[config.mk]
export PLATFORM = sky130hd
export DESIGN_NAME = stepper_wave_drive_sequencer
export DESIGN_NICKNAME = d
export VERILOG_FILES = /design/src/rtl/swds_pkg.sv /design/src/rtl/stepper_wave_drive_sequencer.sv
export SDC_FILE = /design/constraint.sdc
export NUM_CORES = 1
export LEC_CHECK = 0
export BUFFER_PORTS_ARGS = -buffer_cell sky130_fd_sc_hd__clkbuf_2
export CORE_MARGIN = 2
export CORE_UTILIZATION = 53
export CTS_BUF_LIST = sky130_fd_sc_hd__clkbuf_2 sky130_fd_sc_hd__clkbuf_4 sky130_fd_sc_hd__clkbuf_8
export CTS_CLUSTER_DIAMETER = 40
export DETAILED_ROUTE_END_ITERATION = 6
export MAX_ROUTING_LAYER = met4
export PLACE_DENSITY = 0.79
export SLEW_MARGIN = 20
export SYNTH_ARGS = -nofsm -noshare
export SYNTH_HDL_FRONTEND = slang
export SYNTH_SLANG_ARGS = --single-unit
[constraint.sdc]
create_clock -name clk_i -period 4.95 [get_ports clk_i]
set_input_delay 0 -clock clk_i [delete_from_list [all_inputs] [get_ports clk_i]]
set_output_delay 0 -clock clk_i [all_outputs]
set_load 0.05 [all_outputs]
[src/rtl/swds_pkg.sv]
`timescale 1ns / 1ps

package swds_pkg;

  // Revolution size and the position wrap limit (pos is 12 bits wide).
  localparam int STEPS_PER_REV = 2048;
  localparam int POS_LIMIT     = (STEPS_PER_REV < 2048) ? STEPS_PER_REV : 2048;

  localparam int POS_W   = 12;
  localparam int CNT_W   = 32;
  localparam int IVL_W   = 16;
  localparam int COIL_W  = 4;
  localparam int PADDR_W = 3;
  localparam int PDATA_W = 32;

  localparam logic [IVL_W-1:0] STEP_INTERVAL_RST = 16'd2;
  localparam logic [IVL_W-1:0] ELAPSED_MAX       = 16'hFFFF;

  // Item kinds.
  localparam logic KIND_TICK = 1'b0;
  localparam logic KIND_MOVE = 1'b1;

  // Move directions.
  localparam logic DIR_CCW = 1'b0;
  localparam logic DIR_CW  = 1'b1;

  // Register word index, taken from paddr[2].
  localparam logic REG_STEP_INTERVAL = 1'b0;

  // Position limits in one bit more than the position itself.
  localparam logic signed [POS_W:0] POS_LIM_HI = (POS_W + 1)'(POS_LIMIT);
  localparam logic signed [POS_W:0] POS_LIM_LO = -((POS_W + 1)'(POS_LIMIT));

endpackage

[src/rtl/stepper_wave_drive_sequencer.sv]
`timescale 1ns / 1ps
// Channel   Direction  Handshake               Payload
// in        sink       in_valid_i / in_stall_o  kind_i, step_count_i, move_dir_i
// out       source     out_valid_o / out_stall_i coil_drive_o, running_o,
//                                               position_o, steps_remaining_o
// cfg       APB slave  psel/penable/pready     paddr, pwdata, prdata
//
// One item per cycle sustained while the output is not stalled; each result passes
// through the input register, then the result register.
// The stepping state is updated once per item as it moves into the result
// register. Reset clears the stepping state and valid bits, sets step_interval to 2.
// A stall on the output holds the result register, then the input register;
// in_stall_o rises only when both are full.

module stepper_wave_drive_sequencer (
  input  logic                                 clk_i,
  input  logic                                 rst_ni,
  input  logic                                 in_valid_i,
  output logic                                 in_stall_o,
  input  logic                                 kind_i,
  input  logic [swds_pkg::CNT_W-1:0]           step_count_i,
  input  logic                                 move_dir_i,
  output logic                                 out_valid_o,
  input  logic                                 out_stall_i,
  output logic [swds_pkg::COIL_W-1:0]          coil_drive_o,
  output logic                                 running_o,
  output logic signed [swds_pkg::POS_W-1:0]    position_o,
  output logic [swds_pkg::CNT_W-1:0]           steps_remaining_o,
  input  logic                                 psel,
  input  logic                                 penable,
  input  logic                                 pwrite,
  input  logic [swds_pkg::PADDR_W-1:0]         paddr,
  input  logic [swds_pkg::PDATA_W-1:0]         pwdata,
  output logic [swds_pkg::PDATA_W-1:0]         prdata,
  output logic                                 pready
);

  // Configuration register.
  logic [swds_pkg::IVL_W-1:0] step_interval_q;
  logic                       cfg_wr;

  assign pready = 1'b1;
  assign cfg_wr = psel && penable && pwrite && pready &&
                  (paddr[2] == swds_pkg::REG_STEP_INTERVAL);

  always_comb begin
    prdata = '0;
    if (paddr[2] == swds_pkg::REG_STEP_INTERVAL) begin
      prdata = {{(swds_pkg::PDATA_W - swds_pkg::IVL_W){1'b0}}, step_interval_q};
    end
  end

  always_ff @(posedge clk_i or negedge rst_ni) begin
    if (!rst_ni) begin
      step_interval_q <= swds_pkg::STEP_INTERVAL_RST;
    end else if (cfg_wr) begin
      step_interval_q <= pwdata[swds_pkg::IVL_W-1:0];
    end
  end

  // Input register.
  logic                       s1_valid_q;
  logic                       s1_kind_q;
  logic [swds_pkg::CNT_W-1:0] s1_count_q;
  logic                       s1_dir_q;
  logic                       out_valid_q;
  logic                       advance;
  logic                       in_xfer;
  logic                       s2_fire;

  assign advance    = !out_valid_q || !out_stall_i;
  assign in_stall_o = s1_valid_q && !advance;
  assign in_xfer    = in_valid_i && !in_stall_o;
  assign s2_fire    = s1_valid_q && advance;

  always_ff @(posedge clk_i or negedge rst_ni) begin
    if (!rst_ni) begin
      s1_valid_q <= 1'b0;
    end else if (in_xfer) begin
      s1_valid_q <= 1'b1;
    end else if (s2_fire) begin
      s1_valid_q <= 1'b0;
    end
  end

  always_ff @(posedge clk_i) begin
    if (in_xfer) begin
      s1_kind_q  <= kind_i;
      s1_count_q <= step_count_i;
      s1_dir_q   <= move_dir_i;
    end
  end

  // Stepping state.
  logic [swds_pkg::CNT_W-1:0]        remaining_q, remaining_d;
  logic                              dir_q, dir_d;
  logic [swds_pkg::IVL_W-1:0]        elapsed_q, elapsed_d;
  logic [1:0]                        phase_q, phase_d;
  logic signed [swds_pkg::POS_W-1:0] pos_q, pos_d;
  logic [swds_pkg::COIL_W-1:0]       coils_q, coils_d;

  logic [swds_pkg::IVL_W-1:0]        elapsed_inc;
  logic signed [swds_pkg::POS_W:0]   pos_step;
  logic                              take_step;

  always_comb begin
    remaining_d = remaining_q;
    dir_d       = dir_q;
    elapsed_d   = elapsed_q;
    phase_d     = phase_q;
    pos_d       = pos_q;
    coils_d     = coils_q;

    elapsed_inc = (elapsed_q == swds_pkg::ELAPSED_MAX) ? elapsed_q
                                                        : elapsed_q + 1'b1;
    take_step   = (remaining_q != '0) && (elapsed_inc >= step_interval_q);
    if (dir_q == swds_pkg::DIR_CW) begin
      pos_step = {pos_q[swds_pkg::POS_W-1], pos_q} - (swds_pkg::POS_W + 1)'(1);
    end else begin
      pos_step = {pos_q[swds_pkg::POS_W-1], pos_q} + (swds_pkg::POS_W + 1)'(1);
    end

    if (s1_kind_q == swds_pkg::KIND_MOVE) begin
      remaining_d = s1_count_q;
      dir_d       = s1_dir_q;
    end else begin
      elapsed_d = elapsed_inc;
      if (take_step) begin
        // Phase always advances; direction only picks which coil it maps to.
        if (dir_q == swds_pkg::DIR_CW) begin
          coils_d = swds_pkg::COIL_W'(1) << phase_q;
        end else begin
          coils_d = swds_pkg::COIL_W'(1) << (~phase_q);
        end
        if (pos_step >= swds_pkg::POS_LIM_HI || pos_step <= swds_pkg::POS_LIM_LO) begin
          pos_d = '0;
        end else begin
          pos_d = pos_step[swds_pkg::POS_W-1:0];
        end
        phase_d     = phase_q + 2'd1;
        remaining_d = remaining_q - 1'b1;
        elapsed_d   = '0;
      end
    end
  end

  always_ff @(posedge clk_i or negedge rst_ni) begin
    if (!rst_ni) begin
      remaining_q <= '0;
      dir_q       <= swds_pkg::DIR_CCW;
      elapsed_q   <= '0;
      phase_q     <= '0;
      pos_q       <= '0;
      coils_q     <= '0;
    end else if (s2_fire) begin
      remaining_q <= remaining_d;
      dir_q       <= dir_d;
      elapsed_q   <= elapsed_d;
      phase_q     <= phase_d;
      pos_q       <= pos_d;
      coils_q     <= coils_d;
    end
  end

  // Result register.
  always_ff @(posedge clk_i or negedge rst_ni) begin
    if (!rst_ni) begin
      out_valid_q <= 1'b0;
    end else if (advance) begin
      out_valid_q <= s1_valid_q;
    end
  end

  always_ff @(posedge clk_i) begin
    if (s2_fire) begin
      coil_drive_o      <= coils_d;
      running_o         <= (remaining_d != '0);
      position_o        <= pos_d;
      steps_remaining_o <= remaining_d;
    end
  end

  assign out_valid_o = out_valid_q;

endmodule

Word-level counts from Yosys, hierarchy flattened --
Cells that the tools add are included.
Cells by class: add/subtract/negate cells 5, magnitude comparators 3, equal/unequal tests 1, shift-type cells 2, muxes and demuxes 14, bitwise logic cells 3, reduce and logical (&&, ||, !) cells 19
Operator list (count):
- $mux 32 | 2
- $reduce_bool 32->1 | 2
- $mux 16 | 3
- $mux 12 | 3
- $sub 32x1->32 const B | 1
- $add 16x1->16 const B | 1
- $eq 16x16->1 const B | 1
- $ge 16x16->1 | 1
- $add 12x2->13 const B | 1
- $ge 13x13->1 const B | 1
- $le 13x12->1 const B | 1
- $mux 13 | 1
- $sub 12x2->13 const B | 1
- $mux 4 | 3
- $shl 1x2->4 const A | 2
- $logic_and 1x1->1 | 7
- $logic_not 1->1 | 4
- $reduce_and 2->1 | 2
- $reduce_and 3->1 | 1
- $add 2x1->2 const B | 1
- $logic_or 1x1->1 | 2
- $mux 1 | 2
- $not 1->1 | 2
- $not 2->2 | 1
- $reduce_bool 2->1 | 1
Storage, ports and cells: bits in registers 168, input bits 76, output and inout bits 84, logic and storage cells 63

Longest topological paths before layout --
word-level depth 7, depth in mapped cells 22, mapped depth without buffers 18

Worst setup path after synthesis --
No wires, ideal clock.
path type register to register, from register elapsed_q[3] (netlist name), to register running_o, data pin, library setup time 0.273 ns, arrival time 4.447 ns, required time 4.677 ns, path slack 0.230 ns, cell stages (with the launch flop) 23, buffers on the path 4, cell sequence dfrtp_1 > clkbuf_1 > and4_1 > nand4_1 > nor2_1 > nand2_1 > or2_2 > clkbuf_1 > nand4_1 > nor2_1 > xor2_1 > ha_1 > a21o_1 > a221oi_1 > o21ai_0 > a211oi_1 > buf_2 > buf_2 > nor3_1 > a211oi_1 > nand4_1 > nor3_1 > nand4_1
Between the ends: cells in the longest elaborated chain, start to end 7, elaborated cells between the ends (all ways) 8
RTL lines:
- start, declared | line stepper_wave_drive_sequencer.sv:97 | logic [swds_pkg::IVL_W-1:0] elapsed_q, elapsed_d;
- start signal, assigned | line stepper_wave_drive_sequencer.sv:158 | elapsed_q <= elapsed_d;
- $add 16x1->16 / $eq 16x16->1 (equally long branches) | line stepper_wave_drive_sequencer.sv:115, stepper_wave_drive_sequencer.sv:114
- $mux 16 (*) | line stepper_wave_drive_sequencer.sv:114 | elapsed_inc = (elapsed_q == swds_pkg::ELAPSED_MAX) ? elapsed_q
- $ge 16x16->1 (*) | line stepper_wave_drive_sequencer.sv:116 | take_step = (remaining_q != '0) && (elapsed_inc >= step_interval_q);
- $logic_and 1x1->1 (*) | line stepper_wave_drive_sequencer.sv:116
- $mux 32 (*) | line stepper_wave_drive_sequencer.sv:128 | if (take_step) begin
- $mux 32 (*) | line stepper_wave_drive_sequencer.sv:123 | if (s1_kind_q == swds_pkg::KIND_MOVE) begin
- $reduce_bool 32->1 (*) | line stepper_wave_drive_sequencer.sv:177 | running_o <= (remaining_d != '0);
- end signal, assigned | line stepper_wave_drive_sequencer.sv:177
- end, declared | line stepper_wave_drive_sequencer.sv:26 | output logic running_o,
Every way passes the cells marked *; elsewhere a longest branch is shown, timed or not. A chain may end at the register's enable or synchronous reset.

Worst setup path after layout --
from register elapsed_q[6] (netlist name), to register running_o, data pin
The elaborated chain is that of the path after synthesis.

==> out/metrics.cfg <==
[timing]
timing.final.hold_violations=0
tightestPinTransition_ns=1.011
max_slew_margin_pct=32.45
fin_crit_ns=4.753
finalCritPeriodShare_pct=96.03
finClkSkew_ns=0.01562
fin_tns_setup_ns=0
hold_ws_ns=0.2345
rsz0062_at_grt=true
finalSetupViolations=0
report.final.slew_viol_count=0
timing.fmax_mhz=210.4

[global_routing]
grt_pass1_wl_um=35200
antenna_found_initial=0
grt_use_total_pct=25.48
grt_overflow=0
grt_pass1_vias=7087
grt_max_degree=71

[logic_synthesis]
synth_cells=909
yosysWarningCount=0
synthAdderAreaFrac_pct=4.411
synth_flop_cell=dfrtp_1
async_flop_share_pct=50.60
post-synth-top-count-cell=nand2_1
syn_area_um2=8964
ys_types=70
ys_top_cells_by_area=edfxtp_1, dfrtp_1, nand2_1, ha_1, o21ai_0
synth_edf_count=83
synth_xor_xnor_area_share_pct=2.638
ys_ff_latch=168
synth_mux_area_share_pct=2.499
yosysTopAreaCellShare_pct=27.81
synth_top_family_by_area=simple AND/OR/NAND/NOR gates
synth-simple-area-share_pct=19.77
yosys.area.top_type=edfxtp_1
ys_seq_area_share_pct=51.55
synth_commonest_cells=nand2_1, dfrtp_1, edfxtp_1
synth-compound-area-share_pct=13.58
synth.avg_cell_area_um2=9.861

[critical_path]
critical_path.startpoint=elapsed_q[6]
slowest_stage=dfrtp_1
critPathCaptureType=register
cp.arrival_ns=4.96
max_stage_delay_ns=0.42
critPathKind=register to register
rr_startpoint=elapsed_q[6]
ff2ff_setup_slack_ns=0.20
cp.required_ns=5.16
reg2reg_to=running_o
cp_max_fo=28
startpoint_type=register
reg2reg_depth=20
cpMostUsedCell=nand4_1
cp_cell_sequence=and4_1 -> nand4_1 -> nor2_2 -> nand2_1 -> or2_2 -> nand4_1 -> nor2_1 -> xor2_1 -> ha_1 -> a21o_1 -> a221oi_1 -> o21ai_0 -> buf_4 -> a211oi_4 -> buf_12 -> nor4_1 -> a311oi_2 -> nand4_1 -> nor3_1 -> nand4_1

[routing]
viasPerCell=5.631
ant_nets=0
wire_per_inst_um=16.42
routed_wl_um=21870
vias=7501
dr.pass1.iters=6
drc=0
drtIter0Drc=680

[cts]
root_buffer=clkbuf_8
cts_tree=done
clkLatencyLatePin_ns=0.47
cts_max_level=4
cts_buffer_depth=2
cts_buffers=17
cts_sinks=168
path_clk_slew_ns=0.09

[finish]
drive_gt1_share_pct=23.02
seq_area_um2=4622
nNetsFinal=1206
antenna_cells=0
fill_cells=1318
final_area_um2=10990
multi_input_area_um2=4028
syn_to_final_growth_pct=22.61

[hold_path]
holdPathEnd=s1_kind_q
hold_class=primary input to register
hp-start=kind_i
holdPathStages=2

[power_and_ir_drop]
max-vdd-ir-drop_mv=0.2565
power.density_nw_per_um2=379.4
p_total_w=0.004170
total_leakage_power_nw=4.775

[placement]
dpl.hpwl_um=14230
gp_congestion=0.9527
port_buffers=124
placed_area_um2=9889

[floorplanning]
fp.dieH_um=134.0
start_util_pct=54.05
die-area_um2=17970
io-pin-count=160
rows=47
core_area_um2=16580
dieWidth_um=134.0

[outcome]
status=finished clean

[run]
drv_cap=0

critical path: cells and delay by family, from the launching register on:
| family | cells | cell delay [ns] |
|---|---|---|
| DFF | 1 | 0.42 |
| buffers and inverters | 2 | 0.38 |
| AOI/OAI and AO/OA | 5 | 1.18 |
| and+or+nand+nor | 11 | 2.03 |
| xor gates and xnor gates | 1 | 0.16 |
| adders and majority gates | 1 | 0.31 |
per-stage QoR:
step	std cells	setup slack, ns	utilization, %
after floorplan	924	0.2304	-
after global placement	1241	0.1429	59.63
after detailed placement	1241	-0.03088	59.63
after CTS	1329	0.01530	65.50
after global routing	1332	-0.1756	66.27
final	1332	0.1967	66.27
where the power goes:
group	total, W	switching, W	internal [W]
logic	0.00131	0.000854	0.000456
clock network	0.00100	0.000519	0.000481
registers	0.00186	0.000175	0.00168
per-layer routing:
metal | vias to the layer above | GRT usage, % | part of all wire (%)
li1 | 3610 | - | -
met1 | 3554 | 33.04 | 43
met2 | 283 | 41.11 | 49
met3 | 54 | 4.649 | 5.4
met4 | 0 | 8.012 | 2.7
met5 | - | - | 0
layout make-up:
class                      count  area share [%]
clock buffer                  20           2.391
clock inverter                12           1.264
inverter                      48           1.639
multi-input combinational    647           36.65
sequential                   168           42.05
tap                          220           2.505
timing repair buffer         217           13.50
cell families (layout without fill, tap and decap cells):
logic type,after synthesis,in the layout
AOI/OAI and AO/OA,192,192
xor gates and xnor gates,27,27
adders and majority gates,31,31
buffers and inverters,109,297
DFF,168,168
muxes,20,20
other,2,17
and+or+nand+nor,360,360
cells in the final DEF, fill, tap and decap left out, types with 4 or more instances in the layout:
cell type	instances
nand4_1	17
and2_1	5
nor3_2	4
and3_1	4
nor4_1	9
edfxtp_1	83
inv_6	6
nor3b_1	6
ha_1	30
or2_2	8
o31ai_2	4
a21o_1	4
o31a_1	6
buf_4	37
mux2_2	19
inv_1	47
nand2b_1	9
a31oi_1	9
nor2b_1	6
nand2_1	145
and4_1	5
conb_1	17
or4_1	6
o21ai_0	72
a21oi_1	36
dfrtp_1	83
nand3_1	22
clkbuf_2	123
nor3_1	23
nand4b_1	4
xnor2_1	14
a22o_1	12
dlygate4sd3_1	55
clkbuf_8	18
xor2_1	13
nor2_1	66
o31ai_1	10
sequential cells by signal (all words and copies together), names as in the netlist:
name	flops
position_o	12
pos_q	12
s1_dir_q	1
s1_count_q	32
steps_remaining_o	32
step_interval_q	16
remaining_q	32
s1_kind_q	1
coil_drive_o	4
s1_valid_q	1
running_o	1
coils_q	4
elapsed_q	16
phase_q	2
dir_q	1
out_valid_o	1
worst max path at each step:
stage | endpoint | cells past startpoint | slack [ns]
floorplan | running_o | 22 | 0.23
global placement | running_o | 19 | 0.14
detailed placement | running_o | 19 | -0.03
CTS | running_o | 20 | 0.02
global route | running_o | 20 | -0.18
finish | running_o | 20 | 0.20
timing repair:
item / CTS / global route
hold buffers: 56 / 0
gates resized for setup: 1 / 21
buffers inserted: 0 / 3
cloned: 0 / 0
setup endpoints to repair: 1 / 23
hold endpoints to repair: 81 / 0
pin swaps: 0 / 6
Power figures use the tool's default switching activity.
